$ cat config.mk
export PLATFORM = sky130hd
export DESIGN_NAME = glob_wildcard_matcher_unit
export DESIGN_NICKNAME = d
export VERILOG_FILES = /design/src/hw/rtl/gwm_pkg.sv /design/src/hw/rtl/gwm_step.sv /design/src/hw/rtl/glob_wildcard_matcher_unit.sv
export SDC_FILE = /design/constraint.sdc
export NUM_CORES = 1
export LEC_CHECK = 0
export BUFFER_PORTS_ARGS = -buffer_cell sky130_fd_sc_hd__buf_2
export CAP_MARGIN = 20
export CORE_MARGIN = 10
export CORE_UTILIZATION = 45
export CTS_BUF_LIST = sky130_fd_sc_hd__clkbuf_8
export DETAILED_ROUTE_END_ITERATION = 16
export GPL_TIMING_DRIVEN = 0
export PLACE_DENSITY = 0.61
export SYNTH_ARGS = -nofsm -noshare
export SYNTH_HDL_FRONTEND = slang
export SYNTH_SLANG_ARGS = --single-unit
$ cat constraint.sdc
create_clock -name clk_i -period 5.15 [get_ports clk_i]
set_input_delay 0.515 -clock clk_i [delete_from_list [all_inputs] [get_ports clk_i]]
set_output_delay 0.515 -clock clk_i [all_outputs]
set_load 0.05 [all_outputs]
$ cat src/hw/rtl/gwm_pkg.sv
`timescale 1ns / 1ps

package gwm_pkg;

  // Pattern geometry
  localparam int PatternMax  = 32;
  localparam int PosW        = PatternMax + 1;
  localparam int LenW        = 6;
  localparam int WordW       = 64;
  localparam int NumPatWords = 4;
  localparam int CharW       = 8;
  localparam int CfgIdxW     = 3;
  localparam int PrefixLvls  = $clog2(PosW);

  localparam logic [CharW-1:0] StarChar  = 8'h2A;
  localparam logic [CharW-1:0] QueryChar = 8'h3F;

  typedef enum logic [CfgIdxW-1:0] {
    CfgLength   = 3'd0,
    CfgBytes0_7 = 3'd1,
    CfgBytes8_15 = 3'd2,
    CfgBytes16_23 = 3'd3,
    CfgBytes24_31 = 3'd4
  } cfg_reg_e;

  typedef logic [PatternMax-1:0][CharW-1:0] pat_bytes_t;

  // Pattern setup handed to the step logic
  typedef struct packed {
    logic [LenW-1:0] len;
    pat_bytes_t      bytes;
  } pat_cfg_t;

endpackage

$ cat src/hw/rtl/gwm_step.sv
`timescale 1ns / 1ps

module gwm_step (
  input  logic [gwm_pkg::PosW-1:0]  active_i,
  input  gwm_pkg::pat_cfg_t         cfg_i,
  input  logic [gwm_pkg::CharW-1:0] char_i,
  output logic [gwm_pkg::PosW-1:0]  next_o,
  output logic                      matched_o
);
  import gwm_pkg::*;

  logic [PosW-1:0] lt_len;
  logic [PosW-1:0] le_len;
  logic [PosW-1:0] g_lvl [PrefixLvls+1];
  logic [PosW-1:0] p_lvl [PrefixLvls+1];
  logic [PosW-1:0] cur;

  // Position masks against the clamped length
  always_comb begin
    for (int i = 0; i < PosW; i++) begin
      lt_len[i] = (LenW'(i) < cfg_i.len);
      le_len[i] = (LenW'(i) <= cfg_i.len);
    end
  end

  // Star closure as a parallel prefix: a set bit runs up through every star
  always_comb begin
    g_lvl[0] = active_i & le_len;
    p_lvl[0] = '0;
    for (int i = 1; i < PosW; i++) begin
      p_lvl[0][i] = (cfg_i.bytes[i-1] == StarChar) && lt_len[i-1];
    end
    for (int l = 0; l < PrefixLvls; l++) begin
      for (int i = 0; i < PosW; i++) begin
        if (i >= (1 << l)) begin
          g_lvl[l+1][i] = g_lvl[l][i] | (p_lvl[l][i] & g_lvl[l][i-(1<<l)]);
          p_lvl[l+1][i] = p_lvl[l][i] & p_lvl[l][i-(1<<l)];
        end else begin
          g_lvl[l+1][i] = g_lvl[l][i];
          p_lvl[l+1][i] = p_lvl[l][i];
        end
      end
    end
  end

  assign cur       = g_lvl[PrefixLvls];
  assign matched_o = cur[cfg_i.len];

  // Advance by one name byte: star holds its position, others step on a hit
  always_comb begin
    next_o = '0;
    for (int i = 0; i < PatternMax; i++) begin
      if (cur[i] && lt_len[i]) begin
        if (cfg_i.bytes[i] == StarChar) begin
          next_o[i] = 1'b1;
        end else if (cfg_i.bytes[i] == QueryChar || cfg_i.bytes[i] == char_i) begin
          next_o[i+1] = 1'b1;
        end
      end
    end
  end

endmodule

$ cat src/hw/rtl/glob_wildcard_matcher_unit.sv
`timescale 1ns / 1ps

// Channel   Dir  Signals                                   Word
// s_axis    in   s_axis_tvalid/tready/tdata/tlast          one name byte, tlast ends the name
// m_axis    out  m_axis_tvalid/tready/tdata                one match flag per ended name
// cfg       in   cfg_valid_i/cfg_ready_o/cfg_index_i/data  one register write
//
// One word per cycle, but a stalled result holds the input register only
// when the word waiting there is another end of name; plain bytes keep
// flowing. A name byte is registered in the input register, then the
// prefix closure and advance in gwm_step update the position vector. An
// ending word passes the input register, then the result register. Reset
// sets the position vector to position zero and clears the pattern.

module glob_wildcard_matcher_unit (
  input  logic                          clk_i,
  input  logic                          rst_ni,
  // Input stream: tdata [7:0] name_char; tlast end_of_name
  input  logic                          s_axis_tvalid,
  output logic                          s_axis_tready,
  input  logic [7:0]                    s_axis_tdata,
  input  logic                          s_axis_tlast,
  // Result stream: tdata [0] matched, [7:1] zero
  output logic                          m_axis_tvalid,
  input  logic                          m_axis_tready,
  output logic [7:0]                    m_axis_tdata,
  // Register write channel
  input  logic                          cfg_valid_i,
  output logic                          cfg_ready_o,
  input  logic [gwm_pkg::CfgIdxW-1:0]   cfg_index_i,
  input  logic [gwm_pkg::WordW-1:0]     cfg_data_i
);
  import gwm_pkg::*;

  logic [LenW-1:0]                  plen_q, plen_d;
  logic [NumPatWords-1:0][WordW-1:0] words_q, words_d;

  logic             in_valid_q, in_valid_d;
  logic [CharW-1:0] in_char_q, in_char_d;
  logic             in_end_q, in_end_d;
  logic [PosW-1:0]  active_q, active_d;
  logic             out_valid_q, out_valid_d;
  logic             out_match_q, out_match_d;

  logic            s_accept;
  logic            fire;
  logic            cfg_we;
  pat_cfg_t        pat_cfg;
  logic [PosW-1:0] next_pos;
  logic            step_match;

  assign cfg_ready_o = 1'b1;
  assign cfg_we      = cfg_valid_i && cfg_ready_o;

  // Register decode; indexes past the list are dropped
  always_comb begin
    plen_d  = plen_q;
    words_d = words_q;
    if (cfg_we) begin
      unique case (cfg_index_i)
        CfgLength:     plen_d     = cfg_data_i[LenW-1:0];
        CfgBytes0_7:   words_d[0] = cfg_data_i;
        CfgBytes8_15:  words_d[1] = cfg_data_i;
        CfgBytes16_23: words_d[2] = cfg_data_i;
        CfgBytes24_31: words_d[3] = cfg_data_i;
        default: ;
      endcase
    end
  end

  // Clamp the length to the pattern size
  assign pat_cfg.len   = (plen_q > LenW'(PatternMax)) ? LenW'(PatternMax) : plen_q;
  assign pat_cfg.bytes = pat_bytes_t'(words_q);

  // Process the held word unless it is an end of name facing a full result slot
  assign fire          = in_valid_q && (!in_end_q || !out_valid_q || m_axis_tready);
  assign s_axis_tready = !in_valid_q || fire;
  assign s_accept      = s_axis_tvalid && s_axis_tready;

  gwm_step u_step (
    .active_i  (active_q),
    .cfg_i     (pat_cfg),
    .char_i    (in_char_q),
    .next_o    (next_pos),
    .matched_o (step_match)
  );

  always_comb begin
    in_valid_d  = in_valid_q;
    in_char_d   = in_char_q;
    in_end_d    = in_end_q;
    active_d    = active_q;
    out_valid_d = out_valid_q;
    out_match_d = out_match_q;

    // Drop a delivered result first, then load a new one
    if (m_axis_tready) begin
      out_valid_d = 1'b0;
    end
    if (fire) begin
      in_valid_d = 1'b0;
      if (in_end_q) begin
        active_d    = PosW'(1);
        out_valid_d = 1'b1;
        out_match_d = step_match;
      end else begin
        active_d = next_pos;
      end
    end
    if (s_accept) begin
      in_valid_d = 1'b1;
      in_char_d  = s_axis_tdata;
      in_end_d   = s_axis_tlast;
    end
  end

  always_ff @(posedge clk_i or negedge rst_ni) begin
    if (!rst_ni) begin
      plen_q      <= '0;
      words_q     <= '0;
      in_valid_q  <= 1'b0;
      active_q    <= PosW'(1);
      out_valid_q <= 1'b0;
    end else begin
      plen_q      <= plen_d;
      words_q     <= words_d;
      in_valid_q  <= in_valid_d;
      active_q    <= active_d;
      out_valid_q <= out_valid_d;
    end
  end

  // Payload registers hold without reset
  always_ff @(posedge clk_i) begin
    in_char_q   <= in_char_d;
    in_end_q    <= in_end_d;
    out_match_q <= out_match_d;
  end

  assign m_axis_tvalid = out_valid_q;
  assign m_axis_tdata  = {7'b0, out_match_q};

endmodule

==> impl_metrics.py, run 1 <==
metrics = {
    "status": {
        "status": "complete, no violations",
    },
    "grt": {
        "grt_max_degree": 105,
        "grt_overflow": 0,
        "grt.total_usage_pct": 28.43,
        "grt_pass1_vias": 15840,
        "grt_pass1_wl_um": 105500,
        "antenna_found_initial": 3,
    },
    "timing": {
        "fin_crit_sh_pct": 81.75,
        "maxSlewViolCount": 0,
        "maxSlewHeadroom_pct": 19.54,
        "fmax_mhz": 237.5,
        "whs_ns": 0.03487,
        "rsz0062_at_grt": "no",
        "finalClockSkew_ns": 0.02021,
        "hold_viol_final": 0,
        "final.min_clock_period_ns": 4.210,
        "setup_viol": 0,
        "tightest_slew_ns": 1.196,
        "setup_ws_ns": 0.9400,
    },
    "finish": {
        "nNetsFinal": 2066,
        "antenna_cells": 0,
        "drive_gt1_share_pct": 27.16,
        "regArea_um2": 7734,
        "fillers": 3750,
        "synthToLayoutAreaGrowth_pct": 14.91,
        "stdcell_count": 2561,
        "design_area_um2": 21510,
        "multi_input_area_um2": 10440,
    },
    "routing": {
        "antenna_left": 0,
        "via_per_inst": 6.264,
        "remaining_drc_errors": 0,
        "drt-total-wl_um": 72690,
        "routedWlPerCell_um": 28.38,
        "dr.pass1.iters": 7,
        "first_iter_violations": 1805,
        "vias": 16040,
    },
    "synthesis": {
        "ys_warn_count": 0,
        "syn_area_um2": 18720,
        "synth_cells": 1813,
        "ys_async_sr_fraction_pct": 96.74,
        "yosys_most_used_dff": "dfrtp_1",
        "synth_area_leader_cell": "dfrtp_1",
        "synth.most_common_cell": "dfrtp_1",
        "synth_seq_cells": 307,
        "synth_edf_count": 10,
        "yosys-top-cells-count": "dfrtp_1, mux2_2, xnor2_1, nor2_1, nand2_1",
        "synth_area_leaders": "dfrtp_1, mux2_2, xnor2_1, xor2_1, nor2_1",
        "ys_seq_area_share_pct": 41.31,
        "yosysUniqueCellTypes": 94,
        "avgSynthCellArea_um2": 10.32,
        "synth_top_area_share_pct": 39.57,
    },
    "setup_path": {
        "critical_path_arrival_ns": 4.70,
        "worstPathRequired_ns": 5.64,
        "worstSetupPathType": "reg -> reg",
        "crit_fanout": 10,
        "cp-end-kind": "flop",
        "start_kind": "flop",
    },
    "placed_design": {
        "place.gp.congestion": 1.026,
        "io_buffer_count": 81,
        "place_inst": 2458,
        "preCtsSetupSlack_ns": 0.6814,
        "placed_area_um2": 20300,
        "dp_hpwl_um": 55550,
    },
    "power_and_ir_drop": {
        "p_total_uw": 8065,
        "p_leak_uw": 0.008343,
        "power.density_nw_per_um2": 374.9,
        "vdd_drop_max_mv": 0.2010,
    },
    "cts": {
        "path_clk_slew_ns": 0.06,
        "clockBufferDepth": 3,
        "cts_inserted_buffers": 55,
        "htree_levels": 2,
        "cts.sinks": 307,
        "cts_tree": "built",
        "clockRootBuffer": "clkbuf_8",
        "clkLatencyLatePin_ns": 0.66,
        "cts_setup_buffers": 0,
    },
    "worst_hold_path": {
        "hold_class": "in -> reg",
    },
    "flow_run": {
        "drv_cap": 0,
    },
    "floorplanning": {
        "initial_core_util_pct": 45.64,
        "fp.dieW_um": 224.0,
        "placementRows": 74,
        "coreArea_um2": 41020,
        "die_height_um": 224.0,
        "fp.dieArea_um2": 50160,
        "ioPinCount": 92,
    },
}
## critical path, cell delays in order, from the launching register on
cell and delay (ns):
dfrtp_1 0.49, buf_6 0.20, a211o_1 0.28, nand2_1 0.14
nor4_1 1.01, nand2_1 0.20, or4b_1 0.55, o21ai_1 0.47
nand2_1 0.21, o221ai_2 0.23, nor3_2 0.07, o211ai_2 0.17
## sequential cells by signal, indices dropped and copies added (netlist names)
signal / cells
pat_cfg: 256
active_q: 33
in_char_q: 8
plen_q: 6
in_end_q: 1
in_valid_q: 1
m_axis_tvalid: 1
out_match_q: 1
## metrics by stage
step / util (%) / TNS [ns]
global placement: 48.30 / -641.45
detailed placement: 49.48 / 0
CTS: 52.43 / 0
floorplan: - / 0
global route: 52.44 / 0
finish: 52.44 / 0
## where the power goes
| part | internal (µW) | switching (µW) | leakage (µW) |
|---|---|---|---|
| sequential | 2890 | 605 | 0.00372 |
| clock | 1410 | 1110 | 0.000682 |
| combinational | 987 | 1070 | 0.00394 |
| total | 5290 | 2780 | 0.00834 |
## worst paths after layout
check | start | endpoint | slack, ns | cells after the start
max in group asynchronous | rst_ni | pat_cfg[93]$_DFFE_PN0P_ | 3.57 | 3
min in group asynchronous | rst_ni | pat_cfg[135]$_DFFE_PN0P_ | 0.53 | 2
min reg2reg | active_q[32]$_DFFE_PN0P_ | active_q[32]$_DFFE_PN0P_ | 0.48 | 2
max reg2reg | plen_q[1]$_DFFE_PN0P_ | out_match_q$_DFFE_PP_ | 0.94 | 11
max | plen_q[1]$_DFFE_PN0P_ | out_match_q$_DFFE_PP_ | 0.94 | 11
min | s_axis_tdata[0] | in_char_q[0]$_DFFE_PP_ | 0.03 | 1
## routing by layer
layer / vias to the layer above / share of wire, % / GRT usage (%)
li1: 6980 / - / -
met1: 8218 / 45 / 39.74
met2: 703 / 44 / 42.75
met3: 138 / 7.4 / 4.756
met4: 4 / 4.1 / 12.07
met5: - / 0.036 / 0
## layout make-up
| class | count | area share (%) |
|---|---|---|
| flip-flops and latches | 307 | 35.95 |
| clock inverters | 32 | 1.163 |
| well taps | 532 | 3.094 |
| repair buffers | 109 | 4.130 |
| clock buffers | 69 | 4.415 |
| plain buffers | 95 | 2.472 |
| multi-input cells | 1403 | 48.53 |
| inverters | 14 | 0.2443 |
## repair_timing
item,CTS,global route
resized for setup,0,0
setup endpoints to repair,0,0
endpoints found under the hold margin,102,0
hold buffers,1,0
## layout by cell type (no fill, tap or decap), types with 13 or more instances in the layout
cell / synthesis / routed
nand2_1: 121 / 121
buf_2: 5 / 90
a31oi_1: 22 / 22
nand3_1: 30 / 30
o21ai_0: 58 / 58
mux2_2: 262 / 262
buf_1: 15 / 13
clkbuf_8: 7 / 76
a21oi_1: 64 / 64
nand4_1: 70 / 70
o31ai_1: 14 / 14
nor2_1: 134 / 132
and3_1: 17 / 17
xor2_1: 64 / 64
buf_8: 0 / 18
nor4b_1: 13 / 13
dfrtp_1: 296 / 296
inv_1: 14 / 29
clkbuf_1: 50 / 48
o21ai_1: 13 / 13
xnor2_1: 192 / 192
nor3_1: 48 / 47
nor4_1: 29 / 29
a21o_1: 13 / 13
## kinds of logic after synthesis
family	count (synthesis)	synth area share [%]
other	2	0.04012
XOR/XNOR	256	11.98
AO/OA/AOI/OAI	307	11.14
AND/OR/NAND/NOR	568	16.57
buffers and inverters	109	3.095
flip-flops	307	41.31
multiplexers	264	15.87
(Power assumes the default switching activity.)
==> run 2, diff against run 1 <==
--- a/config.mk
+++ b/config.mk
@@ -5,6 +5,7 @@
 export SDC_FILE = /design/constraint.sdc
 export NUM_CORES = 1
 export LEC_CHECK = 0
+export ABC_AREA = 1
 export BUFFER_PORTS_ARGS = -buffer_cell sky130_fd_sc_hd__buf_2
 export CAP_MARGIN = 20
 export CORE_MARGIN = 10
@@ -12,7 +13,7 @@
 export CTS_BUF_LIST = sky130_fd_sc_hd__clkbuf_8
 export DETAILED_ROUTE_END_ITERATION = 16
 export GPL_TIMING_DRIVEN = 0
-export PLACE_DENSITY = 0.61
+export PLACE_DENSITY = 0.6
 export SYNTH_ARGS = -nofsm -noshare
 export SYNTH_HDL_FRONTEND = slang
 export SYNTH_SLANG_ARGS = --single-unit
==> constraint.sdc (replaced) <==
create_clock -name clk_i -period 4.3 [get_ports clk_i]
set_input_delay 0.43 -clock clk_i [delete_from_list [all_inputs] [get_ports clk_i]]
set_output_delay 0.43 -clock clk_i [all_outputs]
set_load 0.05 [all_outputs]
==> impl_metrics.py, run 2 <==
metrics = {
    "finish": {
        "nNetsFinal": 3007,
        "largest_reg_flops": 256,
        "utilization_pct": 51.79,
        "fillers": 4422,
        "final_common_cell": "nand2_1",
        "drive_gt1_share_pct": 13.60,
        "final_cell_mix": "nand2_1, dfrtp_1, o21ai_0",
        "synthToLayoutAreaGrowth_pct": 12.92,
    },
    "setup_path": {
        "worstPathRequired_ns": 4.89,
        "critical_path_arrival_ns": 4.59,
        "cp-end-kind": "flop",
        "r2r_cells": 10,
        "critical_path_depth": 10,
        "path_cells": "clkinv_1, clkbuf_1, clkbuf_1, nand2_1, nand4_1, o41ai_1, nand3_1, o21ai_0, nand2_1, nand2_1",
        "rr_endpoint": "active_q[13]$_DFFE_PN0P_",
        "crit_slowest_cell": "o41ai_1",
        "path_buf_inv": 3,
        "cp_top_family": "buffers and inverters",
        "start_kind": "flop",
        "crit_fanout": 10,
        "critPathMaxStageDelay_ns": 1.09,
        "timing.rr.start": "in_char_q[3]$_DFFE_PP_",
        "crit_top_cell": "nand2_1",
        "ff2ff_setup_slack_ns": 0.30,
        "worstSetupPathType": "reg -> reg",
    },
    "synthesis": {
        "synth.most_common_cell": "nand2_1",
        "ys_warn_count": 0,
        "yosysUniqueCellTypes": 71,
        "yosys-top-cells-count": "nand2_1, dfrtp_1, o21ai_0, inv_1, nor2_1",
        "avgSynthCellArea_um2": 7.213,
        "synth_cells": 2757,
        "synth_seq_cells": 307,
        "yosys_most_used_dff": "dfrtp_1",
        "ys_seq_area_share_pct": 38.89,
        "synth_edf_count": 10,
        "synth_area_leaders": "dfrtp_1, nand2_1, o21ai_0, xnor2_1, inv_1",
        "synth_top_area_share_pct": 37.25,
        "synth_area_leader_cell": "dfrtp_1",
        "syn_area_um2": 19890,
        "ys_async_sr_fraction_pct": 96.74,
    },
    "status": {
        "status": "complete, no violations",
    },
    "grt": {
        "grt_pass1_wl_um": 125000,
        "grt.total_usage_pct": 31.43,
        "grt_max_degree": 94,
        "grt_overflow": 0,
        "grt_pass1_vias": 19430,
        "antenna_found_initial": 4,
    },
    "cts": {
        "cts_setup_buffers": 0,
        "cts_resized": 0,
        "cts.sinks": 307,
        "clockBufferDepth": 3,
        "cts_inserted_buffers": 55,
        "cts_tree": "built",
        "htree_levels": 2,
        "clkLatencyLatePin_ns": 0.68,
        "postCtsHoldBufs": 12,
        "clockRootBuffer": "clkbuf_8",
        "path_clk_slew_ns": 0.06,
    },
    "routing": {
        "first_iter_violations": 2551,
        "dr.pass1.iters": 7,
        "vias": 20650,
        "antenna_left": 0,
        "remaining_drc_errors": 0,
        "via_per_inst": 5.811,
        "drt-total-wl_um": 84840,
        "routedWlPerCell_um": 23.88,
    },
    "power_and_ir_drop": {
        "power.density_nw_per_um2": 400.4,
        "p_leak_uw": 0.01039,
        "vdd_drop_max_mv": 0.2711,
        "p_total_uw": 8990,
    },
    "timing": {
        "rsz0062_at_grt": "no",
        "setup_tns_ns": 0,
        "tightest_slew_ns": 1.285,
        "fmax_mhz": 250.2,
        "final.min_clock_period_ns": 3.998,
        "fin_crit_sh_pct": 92.97,
        "setup_viol": 0,
        "finalClockSkew_ns": 0.03781,
        "hold_viol_final": 0,
        "maxSlewViolCount": 0,
        "maxSlewHeadroom_pct": 13.21,
    },
    "worst_hold_path": {
        "min_from": "cfg_data_i[7]",
        "hold_path_end": "pat_cfg[199]$_DFFE_PN0P_",
        "hold_depth": 3,
        "hold_class": "in -> reg",
    },
    "placed_design": {
        "io_buffer_count": 83,
        "place.gp.congestion": 1.016,
        "dp_hpwl_um": 65900,
    },
    "flow_run": {
        "drv_cap": 0,
    },
    "floorplanning": {
        "coreArea_um2": 43360,
        "placementRows": 76,
        "initial_core_util_pct": 45.86,
        "ioPinCount": 92,
        "fp.dieW_um": 230.2,
        "die_height_um": 230.2,
        "fp.dieArea_um2": 53000,
    },
}
-- run 2: cell types whose count changed after synthesis, sizes merged, moves of 33 or more --
cell,change
nand2,+740
o21ai,+233
xnor2,-77
nand3,+125
xor2,-62
inv,+276
nand4,+47
mux2,-262
or2,+63
nor2,+69
clkbuf,+33
-- run 2: tightest hold or removal path: cells and delay by family --
| kind | cells | cell delay (ns) |
|---|---|---|
| buffers and inverters | 2 | 0.14 |
| AOI/OAI and AO/OA | 1 | 0.15 |
-- run 2: area by class of cell --
class	count	area, µm²	share of cell area, %
Sequential cell	307	7734	34.44
Timing Repair Buffer	106	769.5	3.427
Multi-Input combinational cell	2039	10490	46.73
Inverter	297	1129	5.026
Clock buffer	65	894.6	3.984
Buffer	120	551.8	2.457
Clock inverter	29	138.9	0.6185
Antenna cell	5	12.51	0.05572
Tap cell	585	732.0	3.260
-- run 2: report_power, final --
group / total (µW) / internal [µW] / switching [µW]
Clock: 2690 / 1410 / 1290
Combinational: 2320 / 842 / 1480
Sequential: 3970 / 3380 / 594
-- run 2: how the worst max path moves through the flow --
stage | start | endpoint
finish | in_char_q[3]$_DFFE_PP_ | active_q[13]$_DFFE_PN0P_
global route | in_char_q[4]$_DFFE_PP_ | active_q[6]$_DFFE_PN0P_
CTS | in_char_q[0]$_DFFE_PP_ | active_q[7]$_DFFE_PN0P_
detailed placement | in_char_q[0]$_DFFE_PP_ | active_q[7]$_DFFE_PN0P_
global placement | rst_ni | pat_cfg[234]$_DFFE_PN0P_
floorplan | plen_q[5]$_DFFE_PN0P_ | out_match_q$_DFFE_PP_
-- run 2: through the flow --
stage	std cells	setup slack (ns)	hold slack, ns	area [µm²]
6_report	3553	0.3024	0.08513	22460
5_1_grt	3548	0.2715	0.1051	22440
4_1_cts	3548	0.4695	0.07027	22440
3_5_place_dp	3442	0.4772	0.4027	21290
3_3_place_gp	3431	-2.917	0.4675	21060
2_1_floorplan	2763	1.944	0.1344	19910
-- run 2: kinds of logic after synthesis --
logic type / synth area share, %
compound gates: 13.02
flops: 38.89
xor+xnor: 5.153
buf+inv: 8.450
other cells: 0.03777
simple gates: 34.45
-- run 2: routing by layer --
layer / global-route usage [%] / share of wire [%]
met3: 7.116 / 10
met1: 42.20 / 42
met2: 47.21 / 43
met5: 0 / 0
met4: 14.78 / 5.0
